--- src/rtl/assert_macros.svh ---
// Assertion macros included by the executor top level.
`ifndef ASSERT_MACROS_SVH
`define ASSERT_MACROS_SVH
// Concurrent assertion on clk, disabled during reset.
`define CK_ASSERT(lbl, prop, msg) \
  lbl: assert property (@(posedge clk) disable iff (!rst_n) (prop)) else $error(msg);
// Concurrent assertion on clk, active during reset as well.
`define CK_ASSERT_ALWAYS(lbl, prop, msg) \
  lbl: assert property (@(posedge clk) (prop)) else $error(msg);
`endif

--- src/rtl/c8x_pkg.sv ---
// Package: shared constants and types of the CHIP-8 executor.
`timescale 1ns / 1ps
package c8x_pkg;
  localparam int MEM_BYTES_DEF   = 4096;
  localparam int STACK_DEPTH_DEF = 16;
  localparam logic [11:0] START_RESET = 12'h200;

  localparam logic [1:0] ST_OK     = 2'd0;
  localparam logic [1:0] ST_UNK    = 2'd1;
  localparam logic [1:0] ST_STACK  = 2'd2;
  localparam logic [1:0] ST_HALTED = 2'd3;

  localparam logic [7:0] KK_CLS = 8'hE0;
  localparam logic [7:0] KK_RET = 8'hEE;
  localparam logic [7:0] KK_GDT = 8'h07;
  localparam logic [7:0] KK_SDT = 8'h15;
  localparam logic [7:0] KK_SST = 8'h18;
  localparam logic [7:0] KK_ADI = 8'h1E;
  localparam logic [7:0] KK_FNT = 8'h29;
  localparam logic [7:0] KK_BCD = 8'h33;
  localparam logic [7:0] KK_LDM = 8'h65;

  // ALU operations
  typedef enum logic [2:0] {
    ALU_ADD = 3'd0,  // a + b
    ALU_EQ  = 3'd1,  // a == b
    ALU_SUB = 3'd2,  // a - b, flag set when no borrow
    ALU_AND = 3'd3   // a & b
  } alu_op_t;

  typedef struct packed {
    alu_op_t     op;
    logic [15:0] a;
    logic [15:0] b;
  } alu_req_t;

  typedef struct packed {
    logic [15:0] y;
    logic        flag;  // equal, or no borrow for subtract
  } alu_rsp_t;
endpackage

--- src/rtl/c8x_alu.sv ---
// Shared 16-bit add, compare, subtract and AND unit.
`timescale 1ns / 1ps
module c8x_alu (
  input  c8x_pkg::alu_req_t req,
  output c8x_pkg::alu_rsp_t rsp
);
  import c8x_pkg::*;
  logic [16:0] diff;
  always_comb begin
    diff = {1'b0, req.a} - {1'b0, req.b};
    rsp  = '0;
    unique case (req.op)
      ALU_ADD: rsp.y = req.a + req.b;
      ALU_EQ:  rsp.flag = (req.a == req.b);
      ALU_SUB: begin
        rsp.y    = diff[15:0];
        rsp.flag = !diff[16];
      end
      ALU_AND: rsp.y = req.a & req.b;
      default: rsp = '0;
    endcase
  end
endmodule

--- config.mk ---
export PLATFORM = sky130hd
export DESIGN_NAME = c8x_alu
export DESIGN_NICKNAME = d
export VERILOG_FILES = /design/src/rtl/assert_macros.svh /design/src/rtl/c8x_pkg.sv /design/src/rtl/c8x_alu.sv
export SDC_FILE = /design/constraint.sdc
export NUM_CORES = 1
export LEC_CHECK = 0
export BUFFER_PORTS_ARGS = -buffer_cell sky130_fd_sc_hd__buf_4
export CAP_MARGIN = 5
export CORE_ASPECT_RATIO = 1.75
export CORE_MARGIN = 1.5
export CORE_UTILIZATION = 55
export DETAILED_ROUTE_END_ITERATION = 8
export PLACE_DENSITY_LB_ADDON = 0.05
export SETUP_SLACK_MARGIN = 0.15
export SLEW_MARGIN = 10
export SYNTH_ARGS = -nofsm -noshare
export SYNTH_HDL_FRONTEND = slang
export SYNTH_SLANG_ARGS = --single-unit
--- constraint.sdc ---
create_clock -name vclk -period 7.1
set_input_delay 1.42 -clock vclk [all_inputs]
set_output_delay 1.42 -clock vclk [all_outputs]
set_load 0.005 [all_outputs]
After elaboration in Yosys (flattened, before gate mapping)
Cells that the tools add are included.
{ "totals": {"regBits": 0, "in_bits": 35, "output_inout_bits": 17} }
{ "classes": {"n_addsub": 2, "n_eq_ne": 4, "muxes": 2, "bitwise": 1, "reduce_logical": 2} }
{ "ops": {"columns": ["cell", "n"], "rows": [
  ["$pmux 16 s3", 1],
  ["$sub 16x16->17", 1],
  ["$add 16x16->16", 1],
  ["$and 16x16->16", 1],
  ["$eq 16x16->1", 1],
  ["$eq 3x2->1 const B", 2],
  ["$eq 3x1->1 const B", 1],
  ["$logic_not 3->1", 1],
  ["$pmux 1 s2", 1],
  ["$logic_not 1->1", 1]
]} }

Depth between registers and ports, before layout
{ "depth": {"depth_word": 3, "depth_mapped": 10, "ltp_nobuf": 10} }

Least setup slack after synthesis
No wires, ideal clock.
{ "synth_path": {"kind": "in2out", "start": "input port req[0] in the netlist's numbering", "end": "output port rsp[15] in the netlist's numbering", "t_arrival_ns": 3.298, "path_slack_ns": 2.382, "cell_stages": 10, "path_buffers": 0, "cell_sequence": "ha_1 -> inv_1 -> fa_1 -> o21ba_1 -> or4_4 -> nand3_2 -> a41oi_2 -> o21ai_2 -> mux2i_1 -> a221o_1"} }
{ "synth_lines": {"columns": ["item", "line_no", "rtl"], "rows": [
  ["from (decl)", "c8x_alu.sv:4", "input c8x_pkg::alu_req_t req,"],
  ["to (decl)", "c8x_alu.sv:5", "output c8x_pkg::alu_rsp_t rsp"]
]} }

==> metrics.log <==
[metrics] average wire length per cell after detail routing: approximately 15 um
[metrics] fmax: approximately 190 MHz
[metrics] sequential share of the synthesized area: 0
[metrics] layout sequential cell count: 0
[metrics] net count reported at finish: ~380
[metrics] Top Ports: 52
[metrics] count of yosys warnings during synthesis: 0
[metrics] type of origin of the critical path: input port
[metrics] number of antenna violations at the first check in global routing: 0
[metrics] Syn Inst Count: 269
[metrics] die span in y: roughly 82 um
[metrics] Worst Setup End Kind: primary output
[metrics] final critical path time including I/O delays and setup: between 5000 and 6000 ps
[metrics] number of core rows: 28
[metrics] dominant delay contributor by cell family on the critical path: compound AO/OA/AOI/OAI gates
[metrics] wire length of the first global-routing pass: 8050 um
[metrics] placed wire-length estimate: 4250 um
[metrics] period utilisation layout: 0.730
[metrics] worst hold-check slack: about 3100 ps
[metrics] Post-CTS Hold Fix Bufs: 0
[metrics] Finish-stage setup viols: 0
[metrics] Multi-input gate area: about 1700 um^2
[metrics] maximum VDD drop: 0.0497 mV
[metrics] core area: about 3400 um^2
[metrics] number of nets in the synthesized netlist: about 340
[metrics] total iterations of the first detailed-routing run: 4
[metrics] Layout clock buffers: 0
[metrics] cts repair resizes: 0
[metrics] Distinct cells, synth: 66
[metrics] total via count after detailed routing: ~2100
[metrics] leakage power total: 1.10 nW
[metrics] layout cell share with drive strength beyond 1: 0.220
[metrics] setup bufs post-CTS: 0
[metrics] area of the mapped netlist: around 2000 um^2
[metrics] Req. time, crit path: roughly 5700 ps
[metrics] post-detailed-route count of antenna-violating nets: 0
[metrics] FF/Latch Area: 0 um^2
[metrics] Starting Density: 0.581
[metrics] fill count: roughly 340
[metrics] endpoint of the most critical setup path: rsp[15]
[metrics] # Max-Cap Violations: 0
[metrics] gpl congestion: between 0.9 and 1
[metrics] wire length reported by the detailed router: slightly above 5000 um
[metrics] worst min-delay path class: in -> out
[metrics] die span in x: approximately 48 um
[metrics] power per unit of standard cell area: between 80 and 90 nW/um^2
[metrics] die area: between 3000 and 4000 um^2
[metrics] worst-margin pin slew: around 940 ps
[metrics] GRT Overall Usage: 0.265
[metrics] CP max stage delay: 440 ps
[metrics] RSZ-0062 raised after global routing: false
[metrics] synth-to-layout area growth: 16.7%
[metrics] cells along the critical path: buf_4 > ha_1 > inv_1 > fa_1 > o21ba_1 > or4_4 > nand3_2 > a41oi_2 > o21ai_2 > mux2i_1 > a221o_1 > buf_4
[metrics] port bufs: between 50 and 60
[metrics] startpoint of the worst setup timing path: req[0]
[metrics] largest net degree at the start of global routing: 31
[metrics] most numerous cell on the critical path: sky130_fd_sc_hd__buf_4
[metrics] drt drc: 0
[metrics] Via-to-Cell Ratio: 5.94
[metrics] number of buffers and inverters on the critical path: 3
[metrics] highest-count cells in the layout ignoring fill and taps: 52 x sky130_fd_sc_hd__buf_4, 33 x sky130_fd_sc_hd__ha_1, 29 x sky130_fd_sc_hd__inv_1
[metrics] Pins Over Slew Limit: 0
[metrics] Max FO, Critical Path: 3
[metrics] Slew headroom: 0.371
[metrics] post-synthesis average cell area: roughly 7.3 um^2
[metrics] total negative slack: 0 ps
[metrics] startpoint-to-endpoint class of the critical path: in -> out
[metrics] Worst Path Arrival: 3760 ps
[metrics] Hold Fails Final Rpt: 0
[metrics] number of cells on the critical path: 12
[metrics] ant diodes: 0
[metrics] vias in the first global route: a little under 2000
[metrics] Iteration-0 DRC Markers: 49
[metrics] cell with the largest stage delay on the worst path: sky130_fd_sc_hd__or4_4
[metrics] most common cell after layout, fill and taps aside: sky130_fd_sc_hd__buf_4
[metrics] result of the run: complete, no violations
[metrics] aggregate global routing overflow: 0
==> cell usage after synthesis, drive strengths merged (3+ instances only) <==
cell type	instances	area [um^2]
ha	33	413
xnor2	11	96.3
nor2	21	78.8
a22o	10	87.6
o21ai	20	104
clkbuf	10	67.6
nand4	3	18.8
a31oi	7	43.8
nor2b	11	83.8
o211ai	4	35.0
nor3	8	40.0
a21o	4	30.0
nand2b	3	18.8
o21a	4	30.0
nand2	12	45.0
o31ai	7	57.6
o21bai	3	33.8
a211oi	3	35.0
a21oi	13	68.8
buf	6	50.0
inv	29	109
nand3	5	30.0
==> report_power, final <==
group | leakage [nW] | internal (mW) | total (mW) | switching (mW)
combinational | 1.10 | 0.0880 | 0.186 | 0.0983
clock | 0 | 0 | 0 | 0
sequential | 0 | 0 | 0 | 0
total | 1.10 | 0.0880 | 0.186 | 0.0983
==> worst min path at each step <==
stage	endpoint	cells after the start	slack (ps)	start
after CTS	rsp[2]	3	3130	req[34]
final	rsp[2]	3	3130	req[34]
after global routing	rsp[2]	3	3150	req[34]
after floorplan	rsp[1]	1	2870	req[34]
after detailed placement	rsp[2]	3	3130	req[34]
after global placement	rsp[1]	3	3130	req[34]
==> metrics by stage <==
step	setup WS [ps]	cells	util	total power [mW]	area (um^2)
global placement	1920	350	0.677	0.184	2300
detailed placement	1940	350	0.677	0.185	2300
global route	1830	350	0.677	0.206	2300
floorplan	2380	269	-	0.134	1970
CTS	1910	350	0.677	0.186	2300
finish	1920	350	0.677	0.186	2300
==> cell families (layout without fill, tap and decap cells) <==
logic type / after synthesis / count (layout) / share of synthesized area
compound gates: 97 / 97 / 0.370
simple gates: 77 / 77 / 0.218
buf+inv: 45 / 81 / 0.115
fa+ha+maj: 35 / 35 / 0.230
xor+xnor: 13 / 13 / 0.0577
mux: 2 / 2 / 0.0101
==> final cells by class <==
type                       count  share of cell area
timing repair buffer          52               0.170
tap                           45              0.0245
inverter                      29              0.0473
multi-input combinational    224               0.759
==> per-layer routing <==
layer | vias up | global-route usage | part of all wire
met4 | 0 | 0.0378 | 0.0054
li1 | 1055 | - | -
met1 | 973 | 0.262 | 0.38
met2 | 46 | 0.553 | 0.60
met3 | 4 | 0.0130 | 0.023
met5 | - | 0 | 0
Note: power is estimated with default switching activity, not from simulation.
